**config.mk**
```make
export PLATFORM = sky130hd
export DESIGN_NAME = differential_drive_odometry_top_flat
export DESIGN_NICKNAME = d
export VERILOG_FILES = /design/src/sv/ddo_pkg.sv /design/src/sv/ddo_ifs.sv /design/src/sv/ddo_cfg.sv /design/src/sv/ddo_seq.sv /design/src/sv/ddo_dp.sv /design/src/sv/differential_drive_odometry_top.sv /design/src/flat_wrapper.sv
export SDC_FILE = /design/constraint.sdc
export NUM_CORES = 2
export LEC_CHECK = 0
export BUFFER_PORTS_ARGS = -buffer_cell sky130_fd_sc_hd__buf_2
export CORE_ASPECT_RATIO = 0.7
export CORE_MARGIN = 2
export CORE_UTILIZATION = 55
export DETAILED_ROUTE_END_ITERATION = 12
export GPL_TIMING_DRIVEN = 1
export HOLD_SLACK_MARGIN = 0.03
export PLACE_DENSITY = 0.71
export SLEW_MARGIN = 20
export SYNTH_ARGS = -nofsm -noshare
export SYNTH_HDL_FRONTEND = slang
export SYNTH_HIERARCHICAL = 1
export SYNTH_SLANG_ARGS = --single-unit
export TNS_END_PERCENT = 1
```
**constraint.sdc**
```tcl
create_clock -name clk -period 13.6 [get_ports clk]
set_input_delay 2.04 -clock clk [delete_from_list [all_inputs] [get_ports clk]]
set_output_delay 2.04 -clock clk [all_outputs]
set_load 0.01 [all_outputs]
```
**src/sv/ddo_pkg.sv**
```systemverilog
// Shared types, constants and microcode for the differential-drive odometry block.
// No dependencies; every other file but ddo_ifs.sv imports this package.
package ddo_pkg;

  localparam int unsigned ADDR_W = 4;

  typedef logic [3:0] step_t;
  typedef logic [4:0] iter_t;
  typedef logic [1:0] reg_idx_t;

  localparam reg_idx_t REG_LIN_GAIN = 2'd0;
  localparam reg_idx_t REG_ANG_GAIN = 2'd1;
  localparam reg_idx_t REG_START_X  = 2'd2;
  localparam reg_idx_t REG_START_Y  = 2'd3;

  localparam logic [31:0] LIN_GAIN_RST = 32'd353878;
  localparam logic [31:0] ANG_GAIN_RST = 32'd1083105;
  localparam logic [31:0] START_X_RST  = 32'hFFFD_199A;
  localparam logic [31:0] START_Y_RST  = 32'd0;

  localparam logic signed [10:0] SPEED_MAX  = 11'sd800;
  localparam logic signed [10:0] SPEED_MIN  = -11'sd800;
  localparam logic signed [31:0] CORDIC_GAIN = 32'sd652032874;
  localparam logic signed [31:0] QTURN_POS  = 32'sh4000_0000;
  localparam logic signed [31:0] QTURN_NEG  = 32'shC000_0000;
  localparam iter_t CORDIC_LAST = 5'd23;

  typedef enum logic [3:0] {
    OP_NOP, OP_TAKE, OP_FOLD, OP_ROT, OP_MUL_P, OP_NEG_P, OP_MUL_X, OP_ADD_X,
    OP_MUL_Y, OP_ADD_Y, OP_MUL_T, OP_ADD_T, OP_EMIT, OP_LOAD
  } dp_op_t;

  typedef enum logic [2:0] {
    JC_NEXT, JC_WAIT_ITEM, JC_LOAD, JC_LOOP, JC_WAIT_OUT, JC_GOTO
  } jmp_cond_t;

  typedef struct packed {
    dp_op_t    op;
    jmp_cond_t cond;
    step_t     target;
  } uword_t;

  typedef struct packed {
    logic take;
    logic load;
    logic iter_last;
    logic out_busy;
  } seq_stat_t;

  typedef struct packed {
    logic [31:0] lin_gain;
    logic [31:0] ang_gain;
    logic [31:0] start_x;
    logic [31:0] start_y;
  } cfg_regs_t;

  localparam step_t ST_IDLE  = 4'd0;
  localparam step_t ST_FOLD  = 4'd1;
  localparam step_t ST_ROT   = 4'd2;
  localparam step_t ST_MUL_P = 4'd3;
  localparam step_t ST_NEG_P = 4'd4;
  localparam step_t ST_MUL_X = 4'd5;
  localparam step_t ST_ADD_X = 4'd6;
  localparam step_t ST_MUL_Y = 4'd7;
  localparam step_t ST_ADD_Y = 4'd8;
  localparam step_t ST_MUL_T = 4'd9;
  localparam step_t ST_ADD_T = 4'd10;
  localparam step_t ST_EMIT  = 4'd11;
  localparam step_t ST_LOAD  = 4'd12;

  function automatic uword_t ucode(step_t s);
    uword_t w;
    w = '{op: OP_NOP, cond: JC_GOTO, target: ST_IDLE};
    case (s)
      ST_IDLE:  w = '{op: OP_TAKE,  cond: JC_WAIT_ITEM, target: ST_FOLD};
      ST_FOLD:  w = '{op: OP_FOLD,  cond: JC_LOAD,      target: ST_LOAD};
      ST_ROT:   w = '{op: OP_ROT,   cond: JC_LOOP,      target: ST_ROT};
      ST_MUL_P: w = '{op: OP_MUL_P, cond: JC_NEXT,      target: ST_IDLE};
      ST_NEG_P: w = '{op: OP_NEG_P, cond: JC_NEXT,      target: ST_IDLE};
      ST_MUL_X: w = '{op: OP_MUL_X, cond: JC_NEXT,      target: ST_IDLE};
      ST_ADD_X: w = '{op: OP_ADD_X, cond: JC_NEXT,      target: ST_IDLE};
      ST_MUL_Y: w = '{op: OP_MUL_Y, cond: JC_NEXT,      target: ST_IDLE};
      ST_ADD_Y: w = '{op: OP_ADD_Y, cond: JC_NEXT,      target: ST_IDLE};
      ST_MUL_T: w = '{op: OP_MUL_T, cond: JC_NEXT,      target: ST_IDLE};
      ST_ADD_T: w = '{op: OP_ADD_T, cond: JC_NEXT,      target: ST_IDLE};
      ST_EMIT:  w = '{op: OP_EMIT,  cond: JC_WAIT_OUT,  target: ST_IDLE};
      ST_LOAD:  w = '{op: OP_LOAD,  cond: JC_GOTO,      target: ST_EMIT};
      default:  w = '{op: OP_NOP,   cond: JC_GOTO,      target: ST_IDLE};
    endcase
    return w;
  endfunction

  function automatic logic [31:0] atan_turn(iter_t i);
    logic [31:0] a;
    case (i)
      5'd0:  a = 32'd536870912;
      5'd1:  a = 32'd316933406;
      5'd2:  a = 32'd167458907;
      5'd3:  a = 32'd85004756;
      5'd4:  a = 32'd42667331;
      5'd5:  a = 32'd21354465;
      5'd6:  a = 32'd10679838;
      5'd7:  a = 32'd5340245;
      5'd8:  a = 32'd2670163;
      5'd9:  a = 32'd1335087;
      5'd10: a = 32'd667544;
      5'd11: a = 32'd333772;
      5'd12: a = 32'd166886;
      5'd13: a = 32'd83443;
      5'd14: a = 32'd41722;
      5'd15: a = 32'd20861;
      5'd16: a = 32'd10430;
      5'd17: a = 32'd5215;
      5'd18: a = 32'd2608;
      5'd19: a = 32'd1304;
      5'd20: a = 32'd652;
      5'd21: a = 32'd326;
      5'd22: a = 32'd163;
      5'd23: a = 32'd81;
      default: a = 32'd0;
    endcase
    return a;
  endfunction

  function automatic logic signed [10:0] clamp_speed(logic signed [10:0] v);
    logic signed [10:0] r;
    r = v;
    if (v > SPEED_MAX) r = SPEED_MAX;
    if (v < SPEED_MIN) r = SPEED_MIN;
    return r;
  endfunction

endpackage

```
**src/sv/ddo_ifs.sv**
```systemverilog
// Valid/ready channel interfaces for the odometry input and result items.
// Depends on nothing; used by the top level and the datapath.
interface ddo_in_if;
  logic               valid;
  logic               ready;
  logic               action;
  logic signed [10:0] left_speed;
  logic signed [10:0] right_speed;

  modport source (output valid, action, left_speed, right_speed, input ready);
  modport sink   (input valid, action, left_speed, right_speed, output ready);
endinterface

interface ddo_out_if;
  logic        valid;
  logic        ready;
  logic [31:0] pos_x;
  logic [31:0] pos_y;
  logic [15:0] heading;

  modport source (output valid, pos_x, pos_y, heading, input ready);
  modport sink   (input valid, pos_x, pos_y, heading, output ready);
endinterface

```
**src/sv/ddo_cfg.sv**
```systemverilog
// APB-style register bank: linear and angular gains, start pose.
// Depends on ddo_pkg.
module ddo_cfg (
  input  logic                       clk,
  input  logic                       rst_n,
  input  logic                       psel,
  input  logic                       penable,
  input  logic                       pwrite,
  input  logic [ddo_pkg::ADDR_W-1:0] paddr,
  input  logic [31:0]                pwdata,
  output logic [31:0]                prdata,
  output logic                       pready,
  output ddo_pkg::cfg_regs_t         regs
);
  import ddo_pkg::*;

  cfg_regs_t regs_r;
  reg_idx_t  idx;
  logic      wr_en;

  assign idx    = paddr[ADDR_W-1:2];
  assign pready = 1'b1;
  assign wr_en  = psel && penable && pwrite;
  assign regs   = regs_r;

  always_ff @(posedge clk) begin
    if (!rst_n) begin
      regs_r.lin_gain <= LIN_GAIN_RST;
      regs_r.ang_gain <= ANG_GAIN_RST;
      regs_r.start_x  <= START_X_RST;
      regs_r.start_y  <= START_Y_RST;
    end else if (wr_en) begin
      unique case (idx)
        REG_LIN_GAIN: regs_r.lin_gain <= pwdata;
        REG_ANG_GAIN: regs_r.ang_gain <= pwdata;
        REG_START_X:  regs_r.start_x  <= pwdata;
        REG_START_Y:  regs_r.start_y  <= pwdata;
        default:      regs_r.lin_gain <= regs_r.lin_gain;
      endcase
    end
  end

  always_comb begin
    unique case (idx)
      REG_LIN_GAIN: prdata = regs_r.lin_gain;
      REG_ANG_GAIN: prdata = regs_r.ang_gain;
      REG_START_X:  prdata = regs_r.start_x;
      REG_START_Y:  prdata = regs_r.start_y;
      default:      prdata = '0;
    endcase
  end

endmodule

```
**src/sv/ddo_seq.sv**
```systemverilog
// Microcode sequencer: step counter, control store lookup and jump logic.
// Depends on ddo_pkg for the control word format and program.
module ddo_seq (
  input  logic                  clk,
  input  logic                  rst_n,
  input  ddo_pkg::seq_stat_t    stat,
  output ddo_pkg::dp_op_t       op
);
  import ddo_pkg::*;

  step_t  step_r;
  step_t  step_nxt;
  uword_t uw;

  assign uw = ucode(step_r);
  assign op = uw.op;

  always_comb begin
    step_nxt = step_r + step_t'(1);
    unique case (uw.cond)
      JC_NEXT:      step_nxt = step_r + step_t'(1);
      JC_WAIT_ITEM: if (!stat.take) step_nxt = step_r;
      JC_LOAD:      if (stat.load) step_nxt = uw.target;
      JC_LOOP:      if (!stat.iter_last) step_nxt = uw.target;
      JC_WAIT_OUT:  step_nxt = stat.out_busy ? step_r : uw.target;
      JC_GOTO:      step_nxt = uw.target;
      default:      step_nxt = ST_IDLE;
    endcase
  end

  always_ff @(posedge clk) begin
    if (!rst_n) begin
      step_r <= ST_IDLE;
    end else begin
      step_r <= step_nxt;
    end
  end

endmodule

```
**src/sv/ddo_dp.sv**
```systemverilog
// Odometry datapath: CORDIC registers, shared multiplier, pose state, result register.
// Depends on ddo_pkg and the channel interfaces; driven by ddo_seq.
module ddo_dp (
  input  logic               clk,
  input  logic               rst_n,
  input  ddo_pkg::dp_op_t    op,
  input  ddo_pkg::cfg_regs_t regs,
  output ddo_pkg::seq_stat_t stat,
  ddo_in_if.sink             in_item,
  ddo_out_if.source          out_item
);
  import ddo_pkg::*;

  logic               act_r;
  logic signed [11:0] sum_r;
  logic signed [11:0] diff_r;
  logic signed [31:0] x_r;
  logic signed [31:0] y_r;
  logic signed [31:0] z_r;
  logic               flip_r;
  iter_t              iter_r;
  logic signed [64:0] prod_r;
  logic signed [28:0] negp_r;
  logic [31:0]        pos_x_r;
  logic [31:0]        pos_y_r;
  logic [31:0]        head_r;
  logic               out_valid_r;
  logic [31:0]        out_x_r;
  logic [31:0]        out_y_r;
  logic [15:0]        out_h_r;

  logic signed [10:0] l_clamp;
  logic signed [10:0] r_clamp;
  logic signed [31:0] z0;
  logic               fold;
  logic signed [31:0] xs;
  logic signed [31:0] ys;
  logic signed [31:0] sin_v;
  logic signed [31:0] cos_v;
  logic signed [32:0] mul_a;
  logic signed [31:0] mul_b;
  logic signed [64:0] prod;
  logic signed [27:0] p_w;
  logic               take;
  logic               emit;

  assign in_item.ready = (op == OP_TAKE) && rst_n;
  assign take          = in_item.valid && in_item.ready;
  assign l_clamp       = clamp_speed(in_item.left_speed);
  assign r_clamp       = clamp_speed(in_item.right_speed);

  assign z0   = $signed(head_r);
  assign fold = (z0 > QTURN_POS) || (z0 < QTURN_NEG);
  assign xs   = x_r >>> iter_r;
  assign ys   = y_r >>> iter_r;
  assign sin_v = flip_r ? -y_r : y_r;
  assign cos_v = flip_r ? -x_r : x_r;
  assign p_w   = $signed(prod_r[43:16]);

  always_comb begin
    mul_a = '0;
    mul_b = '0;
    case (op)
      OP_MUL_P: begin
        mul_a = $signed({1'b0, regs.lin_gain});
        mul_b = 32'(sum_r);
      end
      OP_MUL_X: begin
        mul_a = 33'(negp_r);
        mul_b = sin_v;
      end
      OP_MUL_Y: begin
        mul_a = 33'(negp_r);
        mul_b = cos_v;
      end
      OP_MUL_T: begin
        mul_a = $signed({1'b0, regs.ang_gain});
        mul_b = 32'(diff_r);
      end
      default: begin
        mul_a = '0;
        mul_b = '0;
      end
    endcase
  end

  assign prod = mul_a * mul_b;
  assign emit = (op == OP_EMIT) && !stat.out_busy;

  assign stat.take      = take;
  assign stat.load      = act_r;
  assign stat.iter_last = (iter_r == CORDIC_LAST);
  assign stat.out_busy  = out_valid_r && !out_item.ready;

  always_ff @(posedge clk) begin
    if (take) begin
      act_r  <= in_item.action;
      sum_r  <= 12'(l_clamp) + 12'(r_clamp);
      diff_r <= 12'(r_clamp) - 12'(l_clamp);
    end
    case (op)
      OP_FOLD: begin
        x_r    <= CORDIC_GAIN;
        y_r    <= '0;
        z_r    <= fold ? {~z0[31], z0[30:0]} : z0;
        flip_r <= fold;
        iter_r <= '0;
      end
      OP_ROT: begin
        if (!z_r[31]) begin
          x_r <= x_r - ys;
          y_r <= y_r + xs;
          z_r <= z_r - $signed(atan_turn(iter_r));
        end else begin
          x_r <= x_r + ys;
          y_r <= y_r - xs;
          z_r <= z_r + $signed(atan_turn(iter_r));
        end
        iter_r <= iter_r + iter_t'(1);
      end
      OP_MUL_P, OP_MUL_X, OP_MUL_Y, OP_MUL_T: prod_r <= prod;
      OP_NEG_P: negp_r <= -29'(p_w);
      default: negp_r <= negp_r;
    endcase
    if (emit) begin
      out_x_r <= pos_x_r;
      out_y_r <= pos_y_r;
      out_h_r <= head_r[31:16];
    end
  end

  always_ff @(posedge clk) begin
    if (!rst_n) begin
      pos_x_r     <= '0;
      pos_y_r     <= '0;
      head_r      <= '0;
      out_valid_r <= 1'b0;
    end else begin
      case (op)
        OP_ADD_X: pos_x_r <= pos_x_r + prod_r[62:31];
        OP_ADD_Y: pos_y_r <= pos_y_r + prod_r[62:31];
        OP_ADD_T: head_r  <= head_r + prod_r[31:0];
        OP_LOAD: begin
          pos_x_r <= regs.start_x;
          pos_y_r <= regs.start_y;
          head_r  <= '0;
        end
        default: head_r <= head_r;
      endcase
      if (emit) begin
        out_valid_r <= 1'b1;
      end else if (out_item.ready) begin
        out_valid_r <= 1'b0;
      end
    end
  end

  assign out_item.valid   = out_valid_r;
  assign out_item.pos_x   = out_x_r;
  assign out_item.pos_y   = out_y_r;
  assign out_item.heading = out_h_r;

  a_one_item_at_a_time: assert property (@(posedge clk) disable iff (!rst_n)
    take |=> !in_item.ready)
    else $error("second item taken while one is at work");

  a_rot_in_range: assert property (@(posedge clk) disable iff (!rst_n)
    (op == OP_ROT) |-> (iter_r <= CORDIC_LAST))
    else $error("CORDIC iteration index past last step");

  a_load_clears_heading: assert property (@(posedge clk) disable iff (!rst_n)
    (op == OP_LOAD) |=> (head_r == '0))
    else $error("load did not clear heading");

  a_result_from_emit: assert property (@(posedge clk) disable iff (!rst_n)
    $rose(out_valid_r) |-> $past(op == OP_EMIT))
    else $error("result raised outside the emit step");

endmodule

```
**src/sv/differential_drive_odometry_top.sv**
```systemverilog
// Channel   Dir  Handshake        Payload
// in_item   in   valid/ready      action, left_speed, right_speed
// out_item  out  valid/ready      pos_x, pos_y, heading
// apb       in   psel/penable     paddr[3:2] selects gain or start register
//
// Advance item, from accept to result: take, fold, 24 CORDIC steps, 8
// multiply/accumulate steps on the one shared multiplier, emit. Load item:
// take, fold, load, emit. The next item is accepted once the sequencer is back
// at its idle step; a result waiting in the output register stalls only emit.
// rst_n is synchronous; pose and heading reset to zero, registers to defaults.
module differential_drive_odometry_top (
  input  logic                       clk,
  input  logic                       rst_n,
  input  logic                       psel,
  input  logic                       penable,
  input  logic                       pwrite,
  input  logic [ddo_pkg::ADDR_W-1:0] paddr,
  input  logic [31:0]                pwdata,
  output logic [31:0]                prdata,
  output logic                       pready,
  ddo_in_if.sink                     in_item,
  ddo_out_if.source                  out_item
);
  import ddo_pkg::*;

  cfg_regs_t regs;
  seq_stat_t stat;
  dp_op_t    op;

  ddo_cfg u_cfg (
    .clk     (clk),
    .rst_n   (rst_n),
    .psel    (psel),
    .penable (penable),
    .pwrite  (pwrite),
    .paddr   (paddr),
    .pwdata  (pwdata),
    .prdata  (prdata),
    .pready  (pready),
    .regs    (regs)
  );

  ddo_seq u_seq (
    .clk   (clk),
    .rst_n (rst_n),
    .stat  (stat),
    .op    (op)
  );

  ddo_dp u_dp (
    .clk      (clk),
    .rst_n    (rst_n),
    .op       (op),
    .regs     (regs),
    .stat     (stat),
    .in_item  (in_item),
    .out_item (out_item)
  );

endmodule

```
**src/flat_wrapper.sv**
```systemverilog
// flat-port wrapper written by rule: the top's interface ports become plain ports
module differential_drive_odometry_top_flat import ddo_pkg::*;
  (clk, rst_n, psel, penable, pwrite, paddr, pwdata, prdata, pready, in_item_valid, in_item_action, in_item_left_speed, in_item_right_speed, in_item_ready, out_item_valid, out_item_pos_x, out_item_pos_y, out_item_heading, out_item_ready);
  ddo_in_if in_item_i ();
  ddo_out_if out_item_i ();
  input  logic clk;
  input  logic rst_n;
  input  logic psel;
  input  logic penable;
  input  logic pwrite;
  input  logic [ddo_pkg::ADDR_W-1:0] paddr;
  input  logic [31:0] pwdata;
  output logic [31:0] prdata;
  output logic pready;
  input wire logic [$bits(in_item_i.valid)-1:0] in_item_valid;
  input wire logic [$bits(in_item_i.action)-1:0] in_item_action;
  input wire logic [$bits(in_item_i.left_speed)-1:0] in_item_left_speed;
  input wire logic [$bits(in_item_i.right_speed)-1:0] in_item_right_speed;
  output wire logic [$bits(in_item_i.ready)-1:0] in_item_ready;
  output wire logic [$bits(out_item_i.valid)-1:0] out_item_valid;
  output wire logic [$bits(out_item_i.pos_x)-1:0] out_item_pos_x;
  output wire logic [$bits(out_item_i.pos_y)-1:0] out_item_pos_y;
  output wire logic [$bits(out_item_i.heading)-1:0] out_item_heading;
  input wire logic [$bits(out_item_i.ready)-1:0] out_item_ready;
  assign in_item_i.valid = in_item_valid;
  assign in_item_i.action = in_item_action;
  assign in_item_i.left_speed = in_item_left_speed;
  assign in_item_i.right_speed = in_item_right_speed;
  assign in_item_ready = in_item_i.ready;
  assign out_item_valid = out_item_i.valid;
  assign out_item_pos_x = out_item_i.pos_x;
  assign out_item_pos_y = out_item_i.pos_y;
  assign out_item_heading = out_item_i.heading;
  assign out_item_i.ready = out_item_ready;
  differential_drive_odometry_top u_core (.clk(clk), .rst_n(rst_n), .psel(psel), .penable(penable), .pwrite(pwrite), .paddr(paddr), .pwdata(pwdata), .prdata(prdata), .pready(pready), .in_item(in_item_i), .out_item(out_item_i));
endmodule
```
==> impl_metrics.py <==
metrics = {
    "sta": {
        "timing.final.ws_setup_ps": 1980,
        "hold_viol": 0,
        "fmax_ghz": 0.0861,
        "skew_ps": 49.5,
        "whs_ps": 467,
        "min_period_ps": 11620,
        "relSlewSlack_pct": 23.1,
        "maxSlewViolCount": 0,
        "rsz0062_at_grt": "no",
        "fin_crit_sh_pct": 85.4,
        "finalSetupTns_ps": 0,
        "timing.final.setup_violations": 0,
        "tightest_slew_ps": 1150,
    },
    "worst_setup_path": {
        "worst_path_most_repeated_cell": "fa_1",
        "rr_worst_depth": 29,
        "start_kind": "flop",
        "cp_max_fo": 31,
        "slowest_delay_ps": 940,
        "r2r-end": "u_core/u_dp/prod_r[59]$_DFFE_PN_",
        "path_delay_family": "adder cells",
        "cp_num_buf_inv": 4,
        "rrSetupSlack_ps": 1980,
        "rr_startpoint": "u_core/u_seq/uw[10]$_DFF_P_",
        "cp-end-kind": "flop",
        "required_ps": 14050,
        "cp.arrival_ps": 12070,
        "slowest_stage": "a221o_1",
        "crit_type": "flop to flop",
    },
    "synthesis": {
        "synthDistinctLibCells": 122,
        "synth_cells": 8619,
        "yosysWarnings": 6,
        "syn_area_per_cell_um2": 9.05,
        "synth-edff-count": 298,
        "ys.flop_type": "edfxtp_1",
        "yosysSeqAreaShare_pct": 18.4,
        "synthArstFlopShare_pct": 0,
        "syn_nets": 10196,
        "synth_area_mm2": 0.0780,
        "ys_ff_latch": 568,
    },
    "drt": {
        "drt-vias-per-instance": 6.22,
        "route.detailed.drc": 0,
        "dr.pass1.iters": 6,
        "wire_per_inst_um": 24.7,
        "dr_total_vias": 64986,
        "routed_wl_um": 258000,
        "drtIter0Drc": 8180,
        "ant_nets": 0,
    },
    "power": {
        "intPower_uw": 6110,
        "seqPwrFrac_pct": 21.7,
        "combPwrFrac_pct": 63.7,
        "p_per_area_mw_per_mm2": 144,
        "power_switching_uw": 5770,
        "clockPowerShare_pct": 14.7,
        "switching_share_pct": 48.6,
        "vdd_drop_max_mv": 0.138,
        "p_leak_uw": 0.0361,
    },
    "placement": {
        "hpwlAfterDp_um": 197000,
        "place_congestion": 0.990,
        "portBuffers": 177,
        "placed_area_mm2": 0.0804,
        "dp_cells": 10338,
        "dpl_worst_slack_ps": 2030,
    },
    "global_routing": {
        "grt_overflow": 0,
        "met1_usage_pct": 53.1,
        "grt_use_met3_pct": 14.7,
        "grt_use_total_pct": 35.5,
        "antenna_found_initial": 5,
        "use_met2_pct": 47.5,
        "top_usage_layer": "met1",
        "grt_pass1_wl_um": 391000,
        "grt_max_degree": 76,
        "grt_pass1_vias": 63551,
    },
    "clock_network": {
        "clock_latency_ps": 710,
        "post_cts_resize_count": 0,
        "cts.sinks": 568,
        "path_clk_slew_ps": 70,
        "htree_levels": 2,
        "clockRootBuffer": "clkbuf_16",
        "clk_path_buf_depth": 3,
        "cts_buffers": 58,
        "post_cts_buffers": 0,
        "cts_tree": "built",
        "holdBufCountCts": 0,
    },
    "finish": {
        "final_cell_area_mm2": 0.0825,
        "nets": 10103,
        "drive_above_1_share_pct": 8.42,
        "layout_commonest_cell": "inv_1",
        "areaGrowthSynthToFinish_pct": 5.84,
        "final_cells": 10450,
        "final_cell_mix": "1276 x inv_1, 1187 x nand2_1, 1100 x fa_1",
    },
    "die": {
        "start_util_pct": 55.5,
        "die-height_um": 319,
        "die_x_um": 454,
        "die_area_mm2": 0.145,
        "ios": 181,
        "rows": 115,
        "core_area_mm2": 0.141,
    },
    "outcome": {
        "status": "finished, final reports clean",
    },
    "hold_path": {
        "hp-class": "flop to flop",
        "whs_endpoint": "u_core/u_dp/out_item.pos_x[31]$_DFFE_PP_",
        "whs_path_depth": 0,
        "worstHoldStart": "u_core/u_dp/pos_x_r[31]$_SDFFE_PN0P_",
    },
    "flow_run": {
        "max_cap_violations": 0,
    },
}
[power groups by stage]
stage,combinational [µW],sequential (µW),clock (µW)
2_1_floorplan,5660,2360,0
3_3_place_gp,7150,2570,0
3_5_place_dp,7280,2580,0
4_1_cts,7330,2550,1770
5_1_grt,8190,2590,1840
6_report,7570,2570,1750
[state kept, by name (all words and copies together), names as in the netlist, 12 cells and up, named ones only]
name                          count
u_core/u_cfg/regs               128
u_core/u_dp/head_r               32
u_core/u_dp/negp_r               29
u_core/u_dp/out_item.heading     16
u_core/u_dp/out_item.pos_x       32
u_core/u_dp/out_item.pos_y       32
u_core/u_dp/pos_x_r              32
u_core/u_dp/pos_y_r              32
u_core/u_dp/prod_r               63
u_core/u_dp/sum_r                12
u_core/u_dp/x_r                  32
u_core/u_dp/y_r                  32
u_core/u_dp/z_r                  32
[metal layers]
| layer | part of all wire, % | vias up | wire length, µm |
|---|---|---|---|
| li1 | - | 28156 | - |
| met1 | 42 | 32189 | 109000 |
| met2 | 39 | 4194 | 101000 |
| met3 | 16 | 445 | 42300 |
| met4 | 2.4 | 2 | 6160 |
| met5 | 0.0050 | - | 13 |
[cell usage after synthesis, types with 42 or more instances]
cell      number  area share, %
nand2_1     1189            5.7
a21o_1       126            1.2
mux4_2       107            3.1
dfxtp_1      270            6.9
ha_1         411            6.6
o21ai_0      304            2.0
a31oi_1       55           0.44
nand2b_1      67           0.54
o211ai_1      82           0.79
clkbuf_1     369            1.8
mux2i_1      170            2.2
a21oi_1      354            2.3
nor3_1        91           0.58
edfxtp_1     298             11
o21bai_1      42           0.40
fa_1        1100             28
xnor2_1      198            2.2
buf_2         42           0.27
a22oi_1       53           0.51
inv_1       1277            6.1
o21a_1        47           0.45
nor2b_1       55           0.44
and2_1       121           0.97
nor2_1       717            3.5
nand3_1       88           0.56
a211oi_1      43           0.41
xor2_1       196            2.2
[final cells by class]
class | instances | area, µm²
fill | 12149 | 58100
clock inverter | 44 | 559
multi-input combinational | 6272 | 56800
sequential | 568 | 14400
inverter | 1285 | 4830
timing repair buffer | 341 | 2120
clock buffer | 66 | 1500
antenna | 2 | 5.00
tap | 1872 | 2340
[worst max path at each step]
stage	from	endpoint	slack (ps)	cells past startpoint
floorplan	u_core/u_dp/x_r[9]$_SDFFCE_PP1N_	u_core/u_dp/prod_r[59]$_DFFE_PN_	3760	35
global placement	u_core/u_dp/x_r[9]$_SDFFCE_PP1N_	u_core/u_dp/prod_r[59]$_DFFE_PN_	2060	33
detailed placement	u_core/u_dp/x_r[9]$_SDFFCE_PP1N_	u_core/u_dp/prod_r[59]$_DFFE_PN_	2030	33
CTS	u_core/u_dp/x_r[9]$_SDFFCE_PP1N_	u_core/u_dp/prod_r[59]$_DFFE_PN_	1990	33
global route	u_core/u_dp/y_r[11]$_SDFFCE_PP0N_	u_core/u_dp/prod_r[59]$_DFFE_PN_	1680	32
finish	u_core/u_seq/uw[10]$_DFF_P_	u_core/u_dp/prod_r[59]$_DFFE_PN_	1980	29
[cells by family after synthesis]
kind of cell	Yosys count	synth area share (%)
muxes	323	6.12
buffers and inverters	1779	9.10
DFF	568	18.4
and+or+nand+nor	2589	14.7
xor gates and xnor gates	394	4.43
AOI/OAI and AO/OA	1454	12.4
adders and majority gates	1511	34.8
other	1	0.00481
[through the flow]
stage | util, % | total power [µW]
after detailed placement | 57.2 | 9870
after floorplan | - | 8020
final | 58.7 | 11900
after global routing | 58.7 | 12600
after CTS | 58.7 | 11600
after global placement | 57.2 | 9720
[worst reg2reg max path, delay by kind of cell (launching register included)]
family                     cells  cell delay [ps]
AOI/OAI and AO/OA             10             3350
xor gates and xnor gates       1              170
adders and majority gates      9             4680
buffers and inverters          4             1100
DFF                            1              650
and+or+nand+nor                5             1430
(Power assumes the default switching activity.)
